File: config.mk
export PLATFORM = sky130hd
export DESIGN_NAME = link_connect_backoff_supervisor_flat
export DESIGN_NICKNAME = d
export VERILOG_FILES = /design/src/hw/rtl/lcbs_pkg.sv /design/src/hw/rtl/lcbs_poll_if.sv /design/src/hw/rtl/lcbs_result_if.sv /design/src/hw/rtl/lcbs_cfg_if.sv /design/src/hw/rtl/lcbs_cfg_regs.sv /design/src/hw/rtl/lcbs_core.sv /design/src/hw/rtl/link_connect_backoff_supervisor.sv /design/src/flat_wrapper.sv
export SDC_FILE = /design/constraint.sdc
export NUM_CORES = 1
export LEC_CHECK = 0
export ABC_AREA = 1
export BUFFER_PORTS_ARGS = -buffer_cell sky130_fd_sc_hd__buf_2
export CAP_MARGIN = 20
export CORE_MARGIN = 1.5
export CORE_UTILIZATION = 49
export DETAILED_ROUTE_END_ITERATION = 16
export PLACE_DENSITY = 0.74
export SYNTH_ARGS = -nofsm -noshare
export SYNTH_HDL_FRONTEND = slang
export SYNTH_SLANG_ARGS = --single-unit
export TNS_END_PERCENT = 50
File: constraint.sdc
create_clock -name clk -period 5.3 [get_ports clk]
set_clock_uncertainty 0.15 [all_clocks]
set_input_delay 1.06 -clock clk [delete_from_list [all_inputs] [get_ports clk]]
set_output_delay 1.06 -clock clk [all_outputs]
set_load 0.05 [all_outputs]
File: src/hw/rtl/lcbs_pkg.sv
// Shared types and constants for the link connect backoff supervisor.
package lcbs_pkg;

	localparam int TIME_W    = 32;
	localparam int STATUS_W  = 4;
	localparam int CFG_IDX_W = 3;

	localparam logic [TIME_W-1:0] RST_CHECK_INTERVAL   = 32'd500;
	localparam logic [TIME_W-1:0] RST_RETRY_INTERVAL   = 32'd5000;
	localparam logic [TIME_W-1:0] RST_INITIAL_BACKOFF  = 32'd60000;
	localparam logic [TIME_W-1:0] RST_MAXIMUM_BACKOFF  = 32'd600000;
	localparam logic [TIME_W-1:0] RST_CONNECT_TIMEOUT  = 32'd60000;
	localparam logic [TIME_W-1:0] RST_RESTORED_BACKOFF = 32'd0;
	localparam logic [TIME_W-1:0] POLL_NEVER           = '1;

	typedef enum logic [STATUS_W-1:0] {
		ST_IDLE         = 4'd0,
		ST_NO_NET       = 4'd1,
		ST_SCAN_DONE    = 4'd2,
		ST_CONNECTED    = 4'd3,
		ST_FAILED       = 4'd4,
		ST_LOST         = 4'd5,
		ST_BAD_KEY      = 4'd6,
		ST_DISCONNECTED = 4'd7,
		ST_NO_DEVICE    = 4'd8
	} link_status_t;

	typedef enum logic [CFG_IDX_W-1:0] {
		CFG_CHECK_INTERVAL   = 3'd0,
		CFG_RETRY_INTERVAL   = 3'd1,
		CFG_INITIAL_BACKOFF  = 3'd2,
		CFG_MAXIMUM_BACKOFF  = 3'd3,
		CFG_CONNECT_TIMEOUT  = 3'd4,
		CFG_RESTORED_BACKOFF = 3'd5
	} cfg_idx_t;

	typedef struct packed {
		logic [TIME_W-1:0] check_interval;
		logic [TIME_W-1:0] retry_interval;
		logic [TIME_W-1:0] initial_backoff;
		logic [TIME_W-1:0] maximum_backoff;
		logic [TIME_W-1:0] connect_timeout;
		logic [TIME_W-1:0] restored_backoff;
	} cfg_regs_t;

	typedef struct packed {
		logic              load;
		logic [TIME_W-1:0] value;
	} backoff_load_t;

	typedef struct packed {
		logic              link_up;
		logic              start_attempt;
		logic              reboot_request;
		logic              backoff_write;
		logic [TIME_W-1:0] backoff_value;
	} result_t;

endpackage

File: src/hw/rtl/lcbs_poll_if.sv
// Poll channel: timestamp and link status.
interface lcbs_poll_if;
	import lcbs_pkg::*;

	logic                valid;
	logic                ready;
	logic [TIME_W-1:0]   now_ms;
	logic [STATUS_W-1:0] link_status;

	modport source (output valid, output now_ms, output link_status, input ready);
	modport sink (input valid, input now_ms, input link_status, output ready);
endinterface

File: src/hw/rtl/lcbs_result_if.sv
// Result channel: link and backoff reports.
interface lcbs_result_if;
	import lcbs_pkg::*;

	logic              valid;
	logic              ready;
	logic              link_up;
	logic              start_attempt;
	logic              reboot_request;
	logic              backoff_write;
	logic [TIME_W-1:0] backoff_value;

	modport source (output valid, output link_up, output start_attempt,
		output reboot_request, output backoff_write, output backoff_value, input ready);
	modport sink (input valid, input link_up, input start_attempt,
		input reboot_request, input backoff_write, input backoff_value, output ready);
endinterface

File: src/hw/rtl/lcbs_cfg_if.sv
// Configuration write channel.
interface lcbs_cfg_if;
	import lcbs_pkg::*;

	logic                 valid;
	logic                 ready;
	logic [CFG_IDX_W-1:0] index;
	logic [TIME_W-1:0]    data;

	modport source (output valid, output index, output data, input ready);
	modport sink (input valid, input index, input data, output ready);
endinterface

File: src/hw/rtl/lcbs_cfg_regs.sv
// Configuration register file and backoff reload on restore writes.
module lcbs_cfg_regs
	import lcbs_pkg::*;
(
	input  logic                 clk,
	input  logic                 arst_n,
	input  logic                 wr_en,
	input  logic [CFG_IDX_W-1:0] wr_index,
	input  logic [TIME_W-1:0]    wr_data,
	output cfg_regs_t            regs,
	output backoff_load_t        bload
);

	cfg_regs_t regs_q;

	always_ff @(posedge clk or negedge arst_n) begin
		if (!arst_n) begin
			regs_q.check_interval   <= RST_CHECK_INTERVAL;
			regs_q.retry_interval   <= RST_RETRY_INTERVAL;
			regs_q.initial_backoff  <= RST_INITIAL_BACKOFF;
			regs_q.maximum_backoff  <= RST_MAXIMUM_BACKOFF;
			regs_q.connect_timeout  <= RST_CONNECT_TIMEOUT;
			regs_q.restored_backoff <= RST_RESTORED_BACKOFF;
		end else if (wr_en) begin
			case (wr_index)
				CFG_CHECK_INTERVAL:   regs_q.check_interval   <= wr_data;
				CFG_RETRY_INTERVAL:   regs_q.retry_interval   <= wr_data;
				CFG_INITIAL_BACKOFF:  regs_q.initial_backoff  <= wr_data;
				CFG_MAXIMUM_BACKOFF:  regs_q.maximum_backoff  <= wr_data;
				CFG_CONNECT_TIMEOUT:  regs_q.connect_timeout  <= wr_data;
				CFG_RESTORED_BACKOFF: regs_q.restored_backoff <= wr_data;
				default: ;
			endcase
		end
	end

	assign regs = regs_q;

	// reload the backoff window as a start-up would
	always_comb begin
		bload.load  = wr_en && (wr_index == CFG_RESTORED_BACKOFF);
		bload.value = (wr_data != '0) ? wr_data : regs_q.initial_backoff;
	end

endmodule

File: src/hw/rtl/lcbs_core.sv
// Supervisor state registers and per-poll next-state and result logic.
module lcbs_core
	import lcbs_pkg::*;
(
	input  logic                clk,
	input  logic                arst_n,
	input  logic                upd,
	input  logic [TIME_W-1:0]   now_ms,
	input  logic [STATUS_W-1:0] link_status,
	input  cfg_regs_t           cfg,
	input  backoff_load_t       bload,
	output result_t             res
);

	logic [TIME_W-1:0] next_poll_q, next_poll_d;
	logic              active_q, active_d;
	logic [TIME_W-1:0] start_time_q, start_time_d;
	logic [TIME_W-1:0] last_fail_q, last_fail_d;
	logic [TIME_W-1:0] backoff_q, backoff_d;
	logic              fail;
	logic [TIME_W:0]   dbl;
	logic [TIME_W-1:0] grown;

	always_ff @(posedge clk or negedge arst_n) begin
		if (!arst_n) begin
			next_poll_q  <= '0;
			active_q     <= 1'b0;
			start_time_q <= '0;
			last_fail_q  <= '0;
			backoff_q    <= RST_INITIAL_BACKOFF;
		end else begin
			if (upd) begin
				next_poll_q  <= next_poll_d;
				active_q     <= active_d;
				start_time_q <= start_time_d;
				last_fail_q  <= last_fail_d;
				backoff_q    <= backoff_d;
			end
			if (bload.load) begin
				backoff_q <= bload.value;
			end
		end
	end

	assign dbl   = {backoff_q, 1'b0};
	assign grown = (dbl < {1'b0, cfg.maximum_backoff}) ? dbl[TIME_W-1:0] : cfg.maximum_backoff;

	always_comb begin
		next_poll_d  = next_poll_q;
		active_d     = active_q;
		start_time_d = start_time_q;
		last_fail_d  = last_fail_q;
		backoff_d    = backoff_q;
		fail         = 1'b0;
		res          = '0;

		if (link_status == ST_CONNECTED) begin
			res.link_up = 1'b1;
			if (active_q) begin
				active_d          = 1'b0;
				backoff_d         = cfg.initial_backoff;
				res.backoff_write = 1'b1;
				res.backoff_value = cfg.initial_backoff;
				last_fail_d       = '0;
			end
		end else if (now_ms >= next_poll_q) begin
			if (!active_q) begin
				active_d          = 1'b1;
				next_poll_d       = now_ms;
				start_time_d      = now_ms;
				res.start_attempt = 1'b1;
			end else begin
				case (link_status)
					ST_NO_DEVICE: begin
						next_poll_d = POLL_NEVER;
					end
					ST_IDLE, ST_DISCONNECTED: begin
						if (start_time_q < (now_ms - cfg.connect_timeout)) begin
							fail = 1'b1;
						end else begin
							next_poll_d = next_poll_q + cfg.check_interval;
						end
					end
					ST_FAILED, ST_NO_NET: begin
						fail = 1'b1;
					end
					default: begin
						active_d    = 1'b0;
						next_poll_d = next_poll_q + cfg.retry_interval;
					end
				endcase
				if (fail) begin
					if ((last_fail_q != '0) && (last_fail_q < (now_ms - backoff_q))) begin
						backoff_d          = grown;
						res.reboot_request = 1'b1;
						res.backoff_write  = 1'b1;
						res.backoff_value  = grown;
					end
					last_fail_d = now_ms;
					active_d    = 1'b0;
					next_poll_d = next_poll_q + cfg.retry_interval;
				end
			end
		end
	end

endmodule

File: src/hw/rtl/link_connect_backoff_supervisor.sv
// Top level: poll input register, supervisor core and result register.
// A poll is held in the poll input register, and its result in the result register.
// Throughput: one poll per cycle while results are taken; the state update
// of one poll is a single compare/add stage between the input register and the result register.
// Reset: clears the valid bits of both stages and the state; backoff window starts at 60000,
// registers take their default values.
module link_connect_backoff_supervisor
	import lcbs_pkg::*;
(
	input logic           clk,
	input logic           arst_n,
	lcbs_poll_if.sink     poll,
	lcbs_result_if.source result,
	lcbs_cfg_if.sink      cfg
);

	logic                valid_s1;
	logic [TIME_W-1:0]   now_s1;
	logic [STATUS_W-1:0] status_s1;
	logic                res_valid_q;
	result_t             res_q;
	result_t             res_d;
	logic                advance;
	logic                upd;
	cfg_regs_t           regs;
	backoff_load_t       bload;

	assign advance    = !res_valid_q || result.ready;
	assign upd        = valid_s1 && advance;
	assign poll.ready = !valid_s1 || advance;
	assign cfg.ready  = 1'b1;

	always_ff @(posedge clk or negedge arst_n) begin
		if (!arst_n) begin
			valid_s1 <= 1'b0;
		end else if (poll.ready) begin
			valid_s1 <= poll.valid;
		end
	end

	always_ff @(posedge clk) begin
		if (poll.ready && poll.valid) begin
			now_s1    <= poll.now_ms;
			status_s1 <= poll.link_status;
		end
	end

	always_ff @(posedge clk or negedge arst_n) begin
		if (!arst_n) begin
			res_valid_q <= 1'b0;
		end else if (advance) begin
			res_valid_q <= valid_s1;
		end
	end

	always_ff @(posedge clk) begin
		if (upd) begin
			res_q <= res_d;
		end
	end

	lcbs_cfg_regs u_cfg_regs (
		.clk      (clk),
		.arst_n   (arst_n),
		.wr_en    (cfg.valid),
		.wr_index (cfg.index),
		.wr_data  (cfg.data),
		.regs     (regs),
		.bload    (bload)
	);

	lcbs_core u_core (
		.clk         (clk),
		.arst_n      (arst_n),
		.upd         (upd),
		.now_ms      (now_s1),
		.link_status (status_s1),
		.cfg         (regs),
		.bload       (bload),
		.res         (res_d)
	);

	assign result.valid          = res_valid_q;
	assign result.link_up        = res_q.link_up;
	assign result.start_attempt  = res_q.start_attempt;
	assign result.reboot_request = res_q.reboot_request;
	assign result.backoff_write  = res_q.backoff_write;
	assign result.backoff_value  = res_q.backoff_value;

endmodule

File: src/flat_wrapper.sv
// flat-port wrapper written by rule: the top's interface ports become plain ports
module link_connect_backoff_supervisor_flat import lcbs_pkg::*;
  (clk, arst_n, poll_valid, poll_now_ms, poll_link_status, poll_ready, result_valid, result_link_up, result_start_attempt, result_reboot_request, result_backoff_write, result_backoff_value, result_ready, cfg_valid, cfg_index, cfg_data, cfg_ready);
  lcbs_poll_if poll_i ();
  lcbs_result_if result_i ();
  lcbs_cfg_if cfg_i ();
  input logic clk;
  input logic arst_n;
  input wire logic [$bits(poll_i.valid)-1:0] poll_valid;
  input wire logic [$bits(poll_i.now_ms)-1:0] poll_now_ms;
  input wire logic [$bits(poll_i.link_status)-1:0] poll_link_status;
  output wire logic [$bits(poll_i.ready)-1:0] poll_ready;
  output wire logic [$bits(result_i.valid)-1:0] result_valid;
  output wire logic [$bits(result_i.link_up)-1:0] result_link_up;
  output wire logic [$bits(result_i.start_attempt)-1:0] result_start_attempt;
  output wire logic [$bits(result_i.reboot_request)-1:0] result_reboot_request;
  output wire logic [$bits(result_i.backoff_write)-1:0] result_backoff_write;
  output wire logic [$bits(result_i.backoff_value)-1:0] result_backoff_value;
  input wire logic [$bits(result_i.ready)-1:0] result_ready;
  input wire logic [$bits(cfg_i.valid)-1:0] cfg_valid;
  input wire logic [$bits(cfg_i.index)-1:0] cfg_index;
  input wire logic [$bits(cfg_i.data)-1:0] cfg_data;
  output wire logic [$bits(cfg_i.ready)-1:0] cfg_ready;
  assign poll_i.valid = poll_valid;
  assign poll_i.now_ms = poll_now_ms;
  assign poll_i.link_status = poll_link_status;
  assign poll_ready = poll_i.ready;
  assign result_valid = result_i.valid;
  assign result_link_up = result_i.link_up;
  assign result_start_attempt = result_i.start_attempt;
  assign result_reboot_request = result_i.reboot_request;
  assign result_backoff_write = result_i.backoff_write;
  assign result_backoff_value = result_i.backoff_value;
  assign result_i.ready = result_ready;
  assign cfg_i.valid = cfg_valid;
  assign cfg_i.index = cfg_index;
  assign cfg_i.data = cfg_data;
  assign cfg_ready = cfg_i.ready;
  link_connect_backoff_supervisor u_core (.clk(clk), .arst_n(arst_n), .poll(poll_i), .result(result_i), .cfg(cfg_i));
endmodule
; ---- Word level (Yosys, flattened, before mapping)
; Cells that the tools add are included.
[totals]
elab_cells = 117
output_inout_bits = 39
inputBits = 76
regBits = 363
[classes]
bitwise_logic = 4
eq_ne = 16
n_reduce_logical = 33
n_lt_le_gt_ge = 4
add_sub_neg = 4
n_mux = 37
[ops]
columns = op, n
row1 = 2-to-1 mux 32 bit, 18
row2 = 2-to-1 mux 33 bit, 5
row3 = one-hot mux 32 bit (3 select lines), 1
row4 = adder 32 bit, 2
row5 = < comparator 32 bit, 2
row6 = nonzero test 32 bit, 2
row7 = subtractor 32 bit, 2
row8 = 2-to-1 mux 34 bit, 1
row9 = < comparator 33 x 32 -> 1 bit, 1
row10 = >= comparator 32 bit, 1
row11 = AND reduction 2 bit, 6
row12 = 2-to-1 mux 1 bit, 11
row13 = AND reduction 5 bit, 2
row14 = inequality test 3 bit (second input constant), 3
row15 = nonzero test 3 bit, 3
row16 = equality test 4 x 3 -> 1 bit (second input constant), 2
row17 = equality test 3 x 2 -> 1 bit (second input constant), 2
row18 = equality test 3 bit (second input constant), 2
row19 = AND reduction 6 bit, 1
row20 = nonzero test 2 bit, 3
row21 = OR reduction 2 bit, 3
row22 = OR reduction 5 bit, 1
row23 = equality test 4 x 1 -> 1 bit (second input constant), 1
row24 = equality test 4 x 2 -> 1 bit (second input constant), 1
row25 = other kinds (13), 22

; ---- Depth between registers and ports, before layout
[depth]
word_depth = 13
mapped_depth = 31
ltp_nobuf = 30

; ---- By module
; Synthesis repeated with hierarchy kept, for this count alone.
[unflattened]
cells_unflattened = 3819
hier_area_um2 = 27737.9
[modules_own_cells]
columns = mod, seq_area_each_um2, instances, cells_each, area_per_inst_um2
row1 = lcbs_core, 3236.9, 1, 2976, 18078.6
row2 = lcbs_cfg_regs, 4845.9, 1, 757, 7390.8
row3 = link_connect_backoff_supervisor, 2212.1, 1, 86, 2268.4

; ---- Worst setup path before layout
; OpenSTA, ideal clock, no wires.
[synth_timing]
kind = register to register
from = register u_core.now_s1[0]
to = register u_core.res_q, in the netlist u_core.result.backoff_value[13], data pin
setup_time_ns = 0.275
t_arrival_ns = 3.526
n_path_buf = 2
period_less_slack_ns = 3.951
required_ns = 4.875
path_slack_ns = 1.349
stages_incl_launch_ff = 26
path_cell_list = edfxtp_1 > inv_1 > ha_1 > inv_1 > fa_1 > nand3_1 > nand2_1 > a21oi_1 > o21ai_2 > a21boi_1 > o21ai_0 > nand2_1 > nand2_1 > xnor2_1 > ha_1 > nand2_1 > nor2_1 > nand4_1 > nor3_1 > nand2_1 > nand2_2 > nand2_4 > buf_6 > nand4_4 > buf_6 > o22ai_2
[synth_rtl]
columns = item, line_no
row1 = start: declaration, link_connect_backoff_supervisor.sv:18  ; logic [TIME_W-1:0] now_s1;
row2 = start signal: assignment, link_connect_backoff_supervisor.sv:43  ; now_s1 <= poll.now_ms;
row3 = end signal: assignment, link_connect_backoff_supervisor.sv:58  ; res_q <= res_d;
row4 = end: declaration, link_connect_backoff_supervisor.sv:21  ; result_t res_q;

; ---- Final worst setup path
[layout_timing]
from = register u_core.now_s1[19]
to = register u_core.u_core.backoff_q[6]
[layout_via]
elab_chain_cells = 9
word_cells_on_any_way = 16
cone_classes = add/sub: 2 / order compare: 3 / eq/ne: 1 / mux: 5 / reduce/logical: 5
[layout_lines]
columns = item, line_no
row1 = subtractor 32 bit, lcbs_core.sv:78  ; if (start_time_q < (now_ms - cfg.connect_timeout)) begin
row2 = < comparator 32 bit, lcbs_core.sv:78
row3 = 2-to-1 mux 1 bit, lcbs_core.sv:78
row4 = one-hot mux 1 bit (2 select lines), lcbs_core.sv:73  ; case (link_status)
row5 = 2-to-1 mux 1 bit, lcbs_core.sv:67  ; if (!active_q) begin
row6 = 2-to-1 mux 1 bit, lcbs_core.sv:66  ; end else if (now_ms >= next_poll_q) begin
row7 = 2-to-1 mux 1 bit, lcbs_core.sv:57  ; if (link_status == ST_CONNECTED) begin
row8 = nonzero test 3 bit (no line), n/a
row9 = AND reduction 6 bit (no line) (*), n/a
row10 = end signal: assignment, lcbs_core.sv:37  ; backoff_q <= backoff_d;
row11 = end signal: assignment, lcbs_core.sv:40  ; backoff_q <= bload.value;
row12 = end: declaration, lcbs_core.sv:19  ; logic [TIME_W-1:0] backoff_q, backoff_d;
; Every way passes the cells marked *; elsewhere a longest branch is shown, timed or not. The select of a mux whose other input is x is not followed.
; A chain may end at the register's enable or synchronous reset.

==> run metrics <==
via count of the first global-routing pass=23110; area share of xor/xnor cells in the synthesized design=2.779%; fraction of met2 tracks used by global routing=47.80%; transition at the pin with the smallest max-transition slack=979.1 ps; Chip Width=235.4 um; total power after layout=16290 uW; overall via count from detail_route=24890; number of instances in the synthesized netlist=3623; number of buffer and inverter instances along the worst setup path=2; Post-synth EDFFs=72; final instance count without filler cells=4445; vertical die dimension=235.4 um; share of synthesized registers carrying an async set or reset=80.17%; synth warn=0; number of clock sinks seen by CTS=363; fraction of the mapped netlist area in simple logic gates=27.23%; final-report max-slew violation count=0; number of filler instances in the final layout=5158; commonest cells after routing, fill and taps aside=nand2_1 (1146), inv_1 (412), o21ai_0 (298); number of different library cells in the post-synthesis netlist=58; number of placed I/O pins=115; mux share of post-synthesis cell area=0%; Slowest Stage Delay on Critical Path=500 ps; count of port buffers added during placement=113; kind of cell with the highest combined delay on the critical path=simple AND/OR/NAND/NOR gates; run status=complete, no violations; sequential cell area in the final layout=9494 um^2; Critical Path Start Type=register; Worst slew margin=34.66%; DP Wirelength=64.93 mm; wire length of the first global-routing pass=131.9 mm; die area=55430 um^2; Total Negative Setup Slacks=0 ps; Worst Path Class, Setup=register to register; Area Growth Syn to Fin=10.92%; share of layout cells above drive strength 1=8.882%; drt pass-1 iters=6; Period Utilization, post-route=94.32%; final estimated routing congestion in global placement=0.9927; number of buffers added to fix hold violations after cts=0; worst path setup slack after routing=301.1 ps; flip-flop and latch count after synthesis=363; multi-input combinational cell area=14930 um^2; CP Capture Type=register; Max Clk Rate=0.2000 GHz; average instance area after synthesis=7.308 um^2; Clk Tree Root Cell=clkbuf_16; CTS tree=done; Cells after DPL=4363; pwr/cell area=554.8 nW/um^2; post-placement setup slack=382.3 ps; dominant combinational cell family by area after synthesis=simple AND/OR/NAND/NOR gates; leading cell type in the layout, fill and taps excluded=nand2_1; Peak VDD IR=270.0 uV; unrepaired setup endpoints after global routing=false; leakage power figure=0.01501 uW; DRT Wirelength=84.59 mm; maximum fanout encountered on the critical timing path=32; Row Count=85; maximum level of the CTS H-tree=2; standard cell with the maximum stage delay on the critical path=o211ai_1; Iteration-0 DRC Markers=2652; worst path arrival time=5370 ps; met1 Use GR=42.38%; deepest clock path buffer count=3; final antenna-violating net count=0; sequential-to-total area share from yosys stat=35.86%; synthesized-area fraction occupied by ao, oa, aoi and oai cells=14.17%; hold violation total from the final report=0; post-route standard cell area excluding fillers=29370 um^2; number of nets in the layout=4045; standard cell area after detailed placement=27790 um^2; Most Crowded Layer GR=met2; most instantiated flip-flop cell in the synthesis netlist=dfrtp_1; pin count of the biggest net entering global routing=109; met3 Usage GRT=3.260%; number of CTS-inserted buffers=42; most frequent cell on the critical path=nand2_1; vias per cell=5.599; worst min-delay path class=register to register; number of antenna violations at the first check in global routing=0; Period minus WS final=4999 ps; area of the core=53600 um^2; routed length per instance=19.03 um; overall overflow remaining after global route=0; Tot GR Track Use=30.22%; diode insertion count for antenna repair=0; post-synth net total=3952; Clock Pin Slew Worst Setup and Hold Paths=60 ps; number of violations of the max-capacitance limit=0; total setup violations reported at the end of the flow=0; Post-Synthesis Cell Area=26480 um^2; synthesized-area fraction occupied by adder cells=12.07%; starting utilization of the core area=49.39%; Skew-Pair Late Insertion Delay=600 ps; DRC errors left=0; required time reported for the critical path endpoint=5670 ps
-- layer usage --
layer / wire [um] / vias up
li1: - / 12160
met1: 37840 / 11590
met2: 37570 / 990
met3: 5665 / 149
met4: 3511 / 0
met5: 0 / -
-- state kept, by name, indices dropped and copies added, names as in the netlist --
signal                        cells
u_core.u_core.active_q            1
u_core.result.backoff_value      32
u_core.now_s1                    32
u_core.u_core.last_fail_q        32
u_core.u_core.start_time_q       32
u_core.status_s1                  4
u_core.u_cfg_regs.regs          160
u_core.u_core.backoff_q          32
u_core.result.link_up             1
u_core.result.reboot_request      1
u_core.result.backoff_write       1
u_core.u_core.next_poll_q        32
u_core.valid_s1                   1
u_core.result.valid               1
u_core.result.start_attempt       1
-- cell usage after synthesis, types with 4 or more instances --
cell	number	area, um^2
nand2_1	1151	4320
inv_1	414	1554
o21ai_0	298	1491
dfrtp_1	251	6281
ha_1	249	3115
nand3_1	221	1106
nor2_1	212	795.8
a21oi_1	204	1021
edfxtp_1	72	2162
nand4_1	62	387.9
clkbuf_1	61	229.0
xnor2_1	48	420.4
dfstp_2	40	1051
nor3_1	38	190.2
xor2_1	36	315.3
o21ai_1	29	145.1
o22ai_2	28	350.3
buf_2	25	125.1
a21o_1	17	127.6
o21bai_1	17	127.6
a21boi_0	14	105.1
nor4_1	13	81.33
o21a_1	13	97.59
nand3b_1	11	82.58
inv_2	9	33.78
buf_6	7	78.83
o211ai_1	7	52.55
a221oi_1	5	43.79
a31oi_1	5	31.28
and2_1	5	31.28
buf_1	5	18.77
o22ai_1	5	31.28
fa_1	4	80.08
nor2_2	4	25.02
nor3b_1	4	30.03
or2_2	4	25.02
-- tightest hold or removal path: stages, from the launching register on --
cell	delay [ps]
dfrtp_1	340
nand2_1	50
o21ai_0	50
-- where the power goes --
part	switching [uW]	leakage, uW	total, uW	internal, uW
Sequential	688	0.00428	4350	3670
Clock	1280	0.000701	3130	1840
Combinational	5710	0.0100	8810	3110
-- worst paths after layout --
check / depth (start not counted) / slack, ps / from / end
hold / removal: 2 / 330 / u_core.u_cfg_regs.regs[88] / u_core.u_cfg_regs.regs[88]
setup / recovery: 25 / 300 / u_core.now_s1[19] / u_core.u_core.backoff_q[6]
max in group asynchronous: 2 / 3600 / arst_n / u_core.u_cfg_regs.regs[140]
min in group asynchronous: 1 / 380 / arst_n / u_core.u_cfg_regs.regs[68]
hold reg to reg: 2 / 330 / u_core.u_cfg_regs.regs[88] / u_core.u_cfg_regs.regs[88]
setup reg to reg: 25 / 300 / u_core.now_s1[19] / u_core.u_core.backoff_q[6]
-- final cells by class --
| cell class | count | area share (%) |
|---|---|---|
| clock buffer | 57 | 4.086 |
| clock inverter | 20 | 0.9203 |
| inverter | 425 | 5.432 |
| multi-input combinational | 2731 | 50.82 |
| sequential | 363 | 32.33 |
| tap | 696 | 2.965 |
| timing repair buffer | 153 | 3.443 |
-- cell families (layout without fill, tap and decap cells) --
family,after synthesis,in the layout
compound gates,655,655
simple gates,1738,1738
flops,363,363
buf+inv,529,655
xor+xnor,84,84
other cells,1,1
fa+ha+maj,253,253
-- per-stage QoR --
step	util, %	hold WS [ps]
floorplan	-	286.6
global placement	51.79	307.6
detailed placement	51.84	319.1
CTS	54.58	335.8
global route	54.79	351.8
finish	54.79	334.3
-- timing repair --
action / 4_1_cts / 5_1_grt
gates resized for setup: 0 / 2
endpoints found under the setup margin: 0 / 32
setup buffers: 0 / 0
No activity file was read; power rests on OpenSTA's default activity.
